<file path="src/rtl/ggs_div.sv">
module ggs_div #(
  parameter int unsigned NumBits = 96,
  parameter int unsigned DenBits = 31
) (
  input  logic               clk_i,
  input  logic               rst_ni,
  input  logic               start_i,
  input  logic [NumBits-1:0] num_i,
  input  logic [DenBits-1:0] den_i,
  output logic               busy_o,
  output logic [NumBits-1:0] quot_o
);
  localparam int unsigned CntBits = $clog2(NumBits + 1);

  logic [NumBits-1:0] quot_q, quot_d;
  logic [DenBits:0]   rem_q, rem_d;
  logic [DenBits-1:0] den_q, den_d;
  logic [CntBits-1:0] cnt_q, cnt_d;
  logic               busy_q, busy_d;
  logic [DenBits+1:0] trial;

  always_comb begin
    quot_d = quot_q;
    rem_d  = rem_q;
    den_d  = den_q;
    cnt_d  = cnt_q;
    busy_d = busy_q;
    trial  = '0;
    if (start_i) begin
      quot_d = num_i;
      rem_d  = '0;
      den_d  = den_i;
      cnt_d  = CntBits'(NumBits);
      busy_d = 1'b1;
    end else if (busy_q) begin
      trial = {rem_q, quot_q[NumBits-1]} - {2'b00, den_q};
      if (!trial[DenBits+1]) begin
        rem_d  = trial[DenBits:0];
        quot_d = {quot_q[NumBits-2:0], 1'b1};
      end else begin
        rem_d  = {rem_q[DenBits-1:0], quot_q[NumBits-1]};
        quot_d = {quot_q[NumBits-2:0], 1'b0};
      end
      cnt_d = cnt_q - 1'b1;
      if (cnt_q == CntBits'(1)) begin
        busy_d = 1'b0;
      end
    end
  end

  always_ff @(posedge clk_i or negedge rst_ni) begin
    if (!rst_ni) begin
      busy_q <= 1'b0;
      cnt_q  <= '0;
    end else begin
      busy_q <= busy_d;
      cnt_q  <= cnt_d;
    end
  end

  always_ff @(posedge clk_i) begin
    quot_q <= quot_d;
    rem_q  <= rem_d;
    den_q  <= den_d;
  end

  assign busy_o = busy_q;
  assign quot_o = quot_q;
endmodule

</file>
<file path="config.mk">
export PLATFORM = sky130hd
export DESIGN_NAME = ggs_div
export DESIGN_NICKNAME = d
export VERILOG_FILES = /design/src/rtl/ggs_div.sv
export SDC_FILE = /design/constraint.sdc
export NUM_CORES = 1
export LEC_CHECK = 0
export BUFFER_PORTS_ARGS = -buffer_cell sky130_fd_sc_hd__buf_2
export CAP_MARGIN = 20
export CORE_ASPECT_RATIO = 0.5
export CORE_UTILIZATION = 58
export CTS_BUF_LIST = sky130_fd_sc_hd__clkbuf_4 sky130_fd_sc_hd__clkbuf_8
export DETAILED_ROUTE_END_ITERATION = 8
export HOLD_SLACK_MARGIN = 0.15
export PLACE_DENSITY = 0.84
export SETUP_SLACK_MARGIN = 0.5
export SLEW_MARGIN = 10
export SYNTH_ARGS = -nofsm -noshare
export SYNTH_HDL_FRONTEND = slang
export SYNTH_SLANG_ARGS = --single-unit
export TNS_END_PERCENT = 5
</file>
<file path="constraint.sdc">
create_clock -name clk_i -period 6.9 [get_ports clk_i]
set_clock_uncertainty 0.05 [all_clocks]
set_input_delay 1.035 -clock clk_i [delete_from_list [all_inputs] [get_ports clk_i]]
set_output_delay 1.035 -clock clk_i [all_outputs]
set_load 0.005 [all_outputs]
</file>
After elaboration in Yosys (flattened, before gate mapping)
Index checks and enable logic that the tools add are counted.
Operators by class
  eq/ne operators: 1
  reductions and logical operators: 1
  multiplexer cells: 9
  add/sub/neg operators: 2
Operator list (count)
  2-to-1 mux 96 bit: 2
  subtractor 33 x 31 -> 33 bit: 1
  2-to-1 mux 32 bit: 1
  2-to-1 mux 7 bit: 2
  equality test 7 x 1 -> 1 bit (second input constant): 1
  subtractor 7 x 1 -> 7 bit (second input constant): 1
  2-to-1 mux 1 bit: 4
  nonzero test 2 bit: 1
Word-level totals
  register bits: 167
  word-level logic and storage cells: 18
  bits of input ports: 130

Longest topological paths before layout
  word-level depth: 4
  depth in mapped cells: 14

Worst setup path before layout
No wires, ideal clock.
  path type: input to register
  start point: input start_i
  end point: register quot_q[0], in the netlist quot_o[0], enable pin
  path slack: 2916 ps
  data required time: 6401 ps
  path buffers: 2
  data arrival time: 3485 ps
  stages on the path: 4
  cells stage by stage: clkbuf_1 -> nor2_1 -> clkbuf_1 -> inv_1
Between the ends
  cells in the longest elaborated chain, start to end: 1
Ends and longest elaborated chain
  from (decl): RTL line 7  | input logic start_i,
  nonzero test 2 bit (no source line)
  to (signal assigned): RTL line 62  | quot_q <= quot_d;
  to (decl): RTL line 15  | logic [NumBits-1:0] quot_q, quot_d;
Every way passes these cells.
A chain may end at the register's enable or synchronous reset.

Final worst setup path
  start point: register quot_q[95], in the netlist quot_o[95]
  end point: register rem_q[0]
Between the ends
  cells in the longest elaborated chain, start to end: 2
Ends and longest elaborated chain
  subtractor 33 x 31 -> 33 bit: RTL line 36  | trial = {rem_q, quot_q[NumBits-1]} - {2'b00, den_q};
  2-to-1 mux 32 bit (*): RTL line 37  | if (!trial[DenBits+1]) begin
  to (signal assigned): RTL line 63  | rem_q <= rem_d;
  to (decl): RTL line 16  | logic [DenBits:0] rem_q, rem_d;
Mark *: on every way between the ends. The rest lies on a longest branch, timed or not.

==> flow_metrics.tcl <==
set metrics [dict create \
    antennaDiodeCount 0 \
    clk-insertion-delay-late_ns 0.46 \
    ir_drop_v 0.000145 \
    grt_usage_pct 25.0 \
    use_met3_pct 6.77 \
    crit_type "flop to flop" \
    critical_path.cell_chain "inv_1, ha_1, fa_1, nand2b_1, a21oi_1, o41a_1, nand3_2, a211oi_2, nor2_1, a211oi_4, buf_4, or4b_1, o311ai_1" \
    post_drt_via_cell_ratio 5.49 \
    seqCellArea_um2 4650 \
    synth_area_leaders "edfxtp_1 44%, mux2_2 12%, dfxtp_1 7.4%, ha_1 4.8%, mux2i_1 3.0%" \
    status "complete, no violations" \
    area_growth_pct 19.8 \
    grt_remaining_overflow 0 \
    swShare_pct 29.4 \
    hold_buffers 0 \
    ys.flop_type "edfxtp_1" \
    clkPwrFrac_pct 28.8 \
    drt-total-wl_um 19400 \
    path_clk_slew_ns 0.10 \
    synth_common_cells "127 x edfxtp_1, 95 x mux2_2, 47 x nand2_1" \
    h-tree-depth 4 \
    max_slew_margin_pct 40.5 \
    synth.avg_cell_area_um2 12.2 \
    min_period_ns 4.23 \
    fmaxAchievable_ghz 0.236 \
    drt_pass1_iterations 6 \
    grt_first_pass_wirelength_um 29900 \
    netlist.area_leader.share_pct 44.3 \
    drc_errors 0 \
    cp.arrival_ns 4.54 \
    cts_resized 0 \
    met2_usage_pct 45.1 \
    synth_seq_cells 167 \
    rsz0062_at_grt "no" \
    gp_congestion 0.902 \
    use_met1_pct 29.9 \
    grt_pass1_vias 6035 \
    antenna_left 0 \
    netlist_area_um2 8600 \
    syn_inst 706 \
    drive_gt1_share_pct 39.6 \
    maxCapViolCount 0 \
    cts_tree "built" \
    cp-end-kind "flop" \
    fin_ws_ns 2.67 \
    tns_ns 0 \
    postCtsSetupRepairBufs 0 \
    worst_path_dominant_cell_family "compound AO/OA/AOI/OAI gates" \
    io_pins 227 \
    p_comb_share_pct 22.9 \
    start_util_pct 59.4 \
    drv_slew 0 \
    post_drt_wl_per_cell_um 17.0 \
    tightest_slew_ns 0.893 \
    cpPeakStageDelay_ns 0.73 \
    clock_sinks 167 \
    crit_slowest_cell "a211oi_4" \
    power.share.sequential_pct 48.3 \
    p_switching_uw 775 \
    die-width_um 174 \
    nFillCells 1033 \
    drt_iter0_drc 437 \
    numCtsBuffers 17 \
    syn_nets 870 \
    die_y_um 88.1 \
    core_area_um2 14500 \
    p_per_area_nw_per_um2 256 \
    min_path_type "input port to async pin" \
    final_nets 1089 \
    yosysMostFrequentCell "edfxtp_1" \
    post-synth-top-area-cell "edfxtp_1" \
    preCtsSetupSlack_ns 2.70 \
    yosysSeqAreaShare_pct 54.1 \
    std_cell_rows 31 \
    synth_edf_count 127 \
    die_area_um2 15300 \
    synth_cell_types 65 \
    p_int_uw 1860 \
    fin_crit_sh_pct 61.4 \
    cellLeakagePower_uw 0.00440 \
    cts_root_buffer "clkbuf_8" \
    worstPathRequired_ns 7.20 \
    cp-start-kind "flop" \
    grt_most_used_layer "met2" \
    multi_input_area_um2 3600 \
    clock_path_buffers 2 \
    vias 6238 \
    hold_violations 0 \
    setup_viol 0 \
    grt_max_degree 99 \
    port_buffers 226 \
    cp_max_fo 28 \
    hpwl_um 13500 \
    cp.buffers_inverters 2 \
    async_reset_ff_share_pct 4.79 \
    antenna_found_initial 0 \
    ys_warn_count 0 \
]
layout by cell type (no fill, tap or decap), drive strengths merged, types with 7 or more instances in the layout:
cell    Yosys  final
nor2       37     37
buf        11    233
clkbuf     22     17
clkinv      1      7
edfxtp    127    127
xnor2      20     20
o21ai      35     35
a21oi      39     39
a211oi     15     15
dfxtp      32     32
nand2b      9      9
nand3       7      7
nor3       12     12
mux2       95     95
ha         33     33
dfrtp       8      8
xor2       13     13
nand2      47     47
a21o        9      9
o211ai      7      7
mux2i      26     26
inv        45     50
metrics by stage:
| stage | hold slack, ns | cells | area, µm² | total power, µW | utilization (%) |
|---|---|---|---|---|---|
| 6_report | 0.346 | 1136 | 10300 | 2640 | 71.2 |
| 5_1_grt | 0.326 | 1136 | 10300 | 2760 | 71.2 |
| 4_1_cts | 0.336 | 1135 | 10300 | 2640 | 71.1 |
| 3_5_place_dp | 0.413 | 1103 | 9860 | 1890 | 68.2 |
| 3_3_place_gp | 0.409 | 1103 | 9860 | 1860 | 68.2 |
| 2_1_floorplan | 0.395 | 706 | 8600 | 1710 | - |
power by group through the flow:
stage | logic [µW] | clock network, µW | registers, µW
after floorplan | 424 | 0 | 1280
after detailed placement | 594 | 0 | 1290
after global placement | 574 | 0 | 1290
after CTS | 601 | 768 | 1270
after global routing | 665 | 806 | 1290
final | 603 | 759 | 1270
kinds of logic (layout without fill, tap and decap cells):
family          count (synthesis)  count (layout)  synth area share [%]
xor+xnor                       33              33                  3.36
buf+inv                        79             311                  4.06
flops                         167             167                  54.1
mux                           121             121                  15.5
simple gates                  137             137                  7.62
compound gates                135             135                  10.3
fa+ha+maj                      34              34                  5.03
path summary, 6_finish.rpt:
| kind | start | slack [ns] | cells after the start | to |
|---|---|---|---|---|
| max | quot_o[95]$_DFFE_PP_ | 2.67 | 13 | rem_q[0]$_SDFFE_PP0P_ |
| min | rst_ni | 0.35 | 1 | cnt_q[0]$_DFFE_PN0P_ |
| max reg2reg | quot_o[95]$_DFFE_PP_ | 2.67 | 13 | rem_q[0]$_SDFFE_PP0P_ |
| min reg2reg | rem_q[24]$_SDFFE_PP0P_ | 0.43 | 2 | rem_q[24]$_SDFFE_PP0P_ |
| max in group asynchronous | rst_ni | 6.26 | 1 | cnt_q[5]$_DFFE_PN0P_ |
| min in group clk_i | rem_q[24]$_SDFFE_PP0P_ | 0.43 | 2 | rem_q[24]$_SDFFE_PP0P_ |
routing by layer:
metal | wire length [µm] | part of all wire, % | vias to the layer above
met5 | 0 | 0 | -
met4 | 173 | 0.89 | 0
met3 | 1160 | 6.0 | 19
met2 | 9980 | 52 | 182
met1 | 8030 | 42 | 2988
li1 | - | - | 3049
layout make-up:
class | count | share of cell area, %
sequential | 167 | 45.2
multi-input combinational | 460 | 35.0
timing repair buffer | 233 | 11.7
tap | 198 | 2.40
clock buffer | 17 | 2.27
clock inverter | 15 | 1.82
inverter | 46 | 1.69
state kept, by name, indices dropped and copies added, names as in the netlist:
signal  flops
busy_o      1
den_q      31
rem_q      32
quot_o     96
cnt_q       7
(Power assumes the default switching activity.)
